## src/rtl/qtrs_pkg.sv

```systemverilog
package qtrs_pkg;

    // reduced quaternion component magnitude, at most 2^15
    localparam int RED_BITS   = 16;
    localparam int RED_LIMIT  = 32768;
    localparam int COMPS      = 4;
    localparam int TERMS      = 9;
    // |a|*|b| of reduced components is at most 2^30
    localparam int PROD_BITS  = 31;
    // sum of four squares is at most 2^32
    localparam int LEN_BITS   = 33;
    // rotation product terms reach 2^31, so 32 quotient bits
    localparam int QUO_BITS   = 32;
    localparam int DIV_STEPS  = QUO_BITS;
    localparam int NUM_BITS   = 63;
    localparam int ROT_FRAC   = 30;
    localparam int DATA_BITS  = 32;
    localparam int FIFO_DEPTH = 4;
    localparam int FIFO_PTR_W = 2;

    // component slots
    localparam int C_X = 0;
    localparam int C_Y = 1;
    localparam int C_Z = 2;
    localparam int C_W = 3;

    // product term slots
    localparam int T_XX = 0;
    localparam int T_YY = 1;
    localparam int T_ZZ = 2;
    localparam int T_XY = 3;
    localparam int T_XZ = 4;
    localparam int T_YZ = 5;
    localparam int T_WX = 6;
    localparam int T_WY = 7;
    localparam int T_WZ = 8;

    // one classified request, passed from front to back through the queue
    typedef struct packed {
        logic [2:0][DATA_BITS-1:0]     pos;
        logic [2:0][DATA_BITS-1:0]     scale;
        logic [TERMS-1:0][PROD_BITS-1:0] prod;
        logic [TERMS-1:0]              neg;
        logic [LEN_BITS-1:0]           len;
    } qtrs_item_t;

endpackage

```

## src/rtl/qtrs_fifo.sv

```systemverilog
module qtrs_fifo
    import qtrs_pkg::*;
(
    input  logic       clk,
    input  logic       rst_n,
    input  logic       push,
    input  qtrs_item_t push_item,
    output logic       full,
    input  logic       pop,
    output qtrs_item_t head,
    output logic       not_empty
);

    qtrs_item_t              mem_reg [FIFO_DEPTH];
    logic [FIFO_PTR_W-1:0]   wr_ptr_reg;
    logic [FIFO_PTR_W-1:0]   rd_ptr_reg;
    logic [FIFO_PTR_W:0]     count_reg;
    logic [FIFO_PTR_W:0]     count_next;

    assign full      = (count_reg == (FIFO_PTR_W+1)'(FIFO_DEPTH));
    assign not_empty = (count_reg != '0);
    assign head      = mem_reg[rd_ptr_reg];

    always_comb
    begin
        count_next = count_reg;
        if (push && !pop)
        begin
            count_next = count_reg + 1'b1;
        end
        else if (pop && !push)
        begin
            count_next = count_reg - 1'b1;
        end
    end

    always_ff @(posedge clk or negedge rst_n)
    begin
        if (!rst_n)
        begin
            wr_ptr_reg <= '0;
            rd_ptr_reg <= '0;
            count_reg  <= '0;
        end
        else
        begin
            if (push)
            begin
                wr_ptr_reg <= wr_ptr_reg + 1'b1;
            end
            if (pop)
            begin
                rd_ptr_reg <= rd_ptr_reg + 1'b1;
            end
            count_reg <= count_next;
        end
    end

    always_ff @(posedge clk)
    begin
        if (push)
        begin
            mem_reg[wr_ptr_reg] <= push_item;
        end
    end

endmodule

```

## config.mk

```make
export PLATFORM = sky130hd
export DESIGN_NAME = qtrs_fifo
export DESIGN_NICKNAME = d
export VERILOG_FILES = /design/src/rtl/qtrs_pkg.sv /design/src/rtl/qtrs_fifo.sv
export SDC_FILE = /design/constraint.sdc
export NUM_CORES = 1
export LEC_CHECK = 0
export BUFFER_PORTS_ARGS = -buffer_cell sky130_fd_sc_hd__clkbuf_2
export CAP_MARGIN = 20
export CORE_AREA = 4 4 402 404
export DETAILED_ROUTE_END_ITERATION = 10
export DIE_AREA = 0 0 406 408
export PLACE_DENSITY = 0.67
export SKIP_LAST_GASP = 1
export SLEW_MARGIN = 10
export SYNTH_ARGS = -nofsm -noshare
export SYNTH_HDL_FRONTEND = slang
export SYNTH_SLANG_ARGS = --single-unit
```

## constraint.sdc

```tcl
create_clock -name clk -period 16.3 [get_ports clk]
set_clock_uncertainty 0.05 [all_clocks]
set_input_delay 2.445 -clock clk [delete_from_list [all_inputs] [get_ports clk]]
set_output_delay 2.445 -clock clk [all_outputs]
set_load 0.05 [all_outputs]
```

======== After elaboration in Yosys (flattened, before gate mapping) ========
Memories as Yosys holds them, arrays and structs flattened.
Cells that the tools add are included.
operators by class
  add/sub/neg operators ................... 4
  equality and inequality tests ........... 1
  multiplexer cells ....................... 4
  reduce and logical (&&, ||, !) cells .... 6
operator list
  operator                                                            number
  3-bit 2-to-1 mux                                                    2
  2-bit by 1-bit adder with 2-bit output, second input constant       2
  3-bit by 1-bit adder with 3-bit output, second input constant       1
  3-bit == test, second input constant                                1
  3-bit nonzero test                                                  1
  3-bit by 1-bit subtractor with 3-bit output, second input constant  1
  1-bit logical AND                                                   2
  1-bit zero test                                                     2
  1-bit 2-to-1 mux                                                    2
  2-bit nonzero test                                                  1
word-level totals
  register bits ........................... 7
  bits in writable memories ............... 2,052
  input port bits ......................... 517
  memories kept ........................... 1
memories
  name     words  width  read ports  clocked after memory_dff  wr ports  RTL line         source
  mem_reg  4      513    1           0                         1         qtrs_fifo.sv:14  qtrs_item_t mem_reg [FIFO_DEPTH];

======== Depth between registers and ports, before layout ========
  word-level depth ........................ 4
  mapped depth ............................ 7
  gate-level depth less buffers ........... 7

======== Worst setup path after synthesis ========
Ideal clock, no wire load.
  path kind ............................... in2reg
  from .................................... input port push
  to ...................................... memory mem_reg[1][0] (netlist bit), enable pin
  library setup time ...................... 0.942 ns
  arrival ................................. 13.959 ns
  required time ........................... 15.308 ns
  slack ................................... 1.349 ns
  stages on the path ...................... 1
  cell sequence ........................... and2_1
on the way
  longest elaborated chain between the ends .. 2
ends and longest elaborated chain
  what                                    RTL line         source
  start: declaration                      qtrs_fifo.sv:6   input logic push,
  1-bit 2-to-1 mux                        qtrs_fifo.sv:61  if (push)
  1-bit 2-to-1 mux (not written as such)  qtrs_fifo.sv:63  mem_reg[wr_ptr_reg] <= push_item;
  end: declaration                        qtrs_fifo.sv:14
Every way passes these cells.

==> flow_summary.json <==
{
  "gr-usage-all-layers_pct": 20.5,
  "synth.top_cell.area_share_pct": 83.0,
  "syn_inst": 2713,
  "yosysMostFrequentCell": "edfxtp_1",
  "grt_max_degree": 142,
  "final_max_slew_viol_count": 0,
  "gp_congestion": 0.785,
  "rows": 146,
  "syn_area_um2": 74200,
  "ioPinCount": 1032,
  "avgSynthCellArea_um2": 27.4,
  "grt_pass1_vias": 35300,
  "synth_edf_count": 2052,
  "yosysUniqueCellTypes": 20,
  "holdWs_ns": 0.436,
  "initial_core_util_pct": 47.0,
  "power_density_nw_per_um2": 214,
  "pre_cts_ws_ns": 9.74,
  "synth_top_cell_by_area": "edfxtp_1",
  "min_path_type": "reg -> reg",
  "drc": 0,
  "cts-root-buf": "clkbuf_16",
  "hold_buffers": 0,
  "cts.path.max_buffers": 3,
  "layout.nets": 4404,
  "die_h_um": 408,
  "fin_util_pct": 55.8,
  "crit_fanout": 111,
  "yosys_warnings": 0,
  "viasPerCell": 5.53,
  "dominantRegCellSynth": "edfxtp_1",
  "run_status": "finished, final reports clean",
  "post_cts_buffers": 0,
  "drtAntennaViolNets": 0,
  "cts-buffers-inserted": 202,
  "max_cap_violations": 0,
  "hold_viol": 0,
  "stdcell_count": 6146,
  "cp.arrival_ns": 4.39,
  "fp.dieW_um": 406,
  "grt-ovfl-total": 0,
  "cts_tree": "built",
  "first_pass_iters": 5,
  "fmax_mhz": 145,
  "worstSetupPathType": "reg -> out",
  "rsz0062_at_grt": "false",
  "ys_ff_latch": 2059,
  "antenna_found_initial": 62,
  "synthesis.nets": 3236,
  "die_area_um2": 166000,
  "ir_worst_vdd_uv": 199,
  "num_vias": 34000,
  "seq_area_frac_synth_pct": 83.3,
  "htree_levels": 4,
  "async_flop_share_pct": 0.340,
  "drive_above_1_share_pct": 46.0,
  "critPathRequiredTime_ns": 13.81,
  "end_kind": "primary output",
  "largest_reg_flops": 2052,
  "startpoint_type": "register",
  "wl_per_cell_um": 27.8,
  "fin_crit_sh_pct": 42.2,
  "yosys-top-cells-count": "edfxtp_1, mux4_2, buf_2",
  "drt_iter0_drc": 3025,
  "tns_ns": 0,
  "clk_latency_ns": 0.77,
  "period_minus_slack_ns": 6.88,
  "area_growth_pct": 18.7,
  "port_buffers": 1031,
  "core_um2": 158000,
  "grt_pass1_wl_um": 247000,
  "dpl.cell_count": 5748,
  "p_leak_nw": 29.9,
  "path_clk_slew_ns": 0.06,
  "cts.repair.resized": 0,
  "setup_viol": 0,
  "fin_ws_ns": 9.42,
  "wirelength_um": 171000,
  "hpwl_um": 112000,
  "worst_pin_slew_ns": 1.26,
  "slew-limit-headroom_pct": 15.9,
  "clkSinkCount": 2059,
  "synthTopCellsByArea": "edfxtp_1, mux4_2, buf_2"
}
[cells by family after synthesis]
kind of cell             share of synthesized area (%)
multiplexers                                      15.6
flip-flops                                        83.3
buffers and inverters                            0.909
adder cells (fa/ha/maj)                          0.111
XOR/XNOR                                        0.0708
AO/OA/AOI/OAI                                  0.00674
AND/OR/NAND/NOR                                 0.0674
[metrics by stage]
step | area, um2 | total power [mW]
5_1_grt | 88100 | 19.6
4_1_cts | 88000 | 19.1
3_5_place_dp | 81800 | 14.7
2_1_floorplan | 74200 | 13.4
6_report | 88100 | 18.9
3_3_place_gp | 81800 | 14.7
[layer usage]
layer / vias to the layer above / GRT usage, % / part of all wire, %
met4: 58 / 5.36 / 2.1
met5: - / 0 / 0.24
met2: 1403 / 33.0 / 50
li1: 14300 / - / -
met3: 286 / 8.01 / 11
met1: 17900 / 26.2 / 37
[power breakdown]
group | switching (mW) | leakage, nW | internal [mW]
sequential | 0.257 | 18.9 | 6.92
clock | 1.93 | 3.05 | 2.44
combinational | 5.34 | 7.93 | 1.97
total | 7.53 | 29.9 | 11.3
[cells in the final DEF (no fill, tap or decap), drive strengths merged]
master and instances:
edfxtp 2052, clkbuf 1281, mux4 513, clkinv 99, buf 47, diode 34
bufinv 8, inv 8, dfrtp 7, ha 5, and2 4, xor2 4
xnor2 2, nand2 2, clkinvlp 2, or3 1, nor3b 1, mux2 1
o21ai 1, nor2 1, fa 1
[path summary, 6_finish.rpt]
kind | startpoint | endpoint | slack (ns) | cells after the start
min in group asynchronous | rst_n | count_reg[1]$_DFFE_PN0P_ | 1.47 | 1
min | count_reg[2]$_DFFE_PN0P_ | count_reg[2]$_DFFE_PN0P_ | 0.44 | 1
max reg2reg | wr_ptr_reg[0]$_DFFE_PN0P_ | mem_reg[0][492]$_DFFE_PP_ | 11.95 | 6
min reg2reg | count_reg[2]$_DFFE_PN0P_ | count_reg[2]$_DFFE_PN0P_ | 0.44 | 1
max in group asynchronous | rst_n | rd_ptr_reg[0]$_DFFE_PN0P_ | 14.46 | 1
max | rd_ptr_reg[0]$_DFFE_PN0P_ | head[64] | 9.42 | 5
[worst max-delay path: stages, from the launching register on]
cell      delay (ns)
dfrtp_4         1.03
buf_12          0.71
buf_4           0.44
buf_16          0.32
mux4_2          0.61
clkbuf_2        0.27
[layout make-up]
cell class	count	area, um2
multi-input cells	536	11800
flip-flops and latches	2059	61800
diodes	34	85.1
well taps	2072	2590
clock inverters	113	971
fillers	11600	69700
repair buffers	1078	5610
inverters	4	15.0
clock buffers	250	5300
Power figures use the tool's default switching activity.
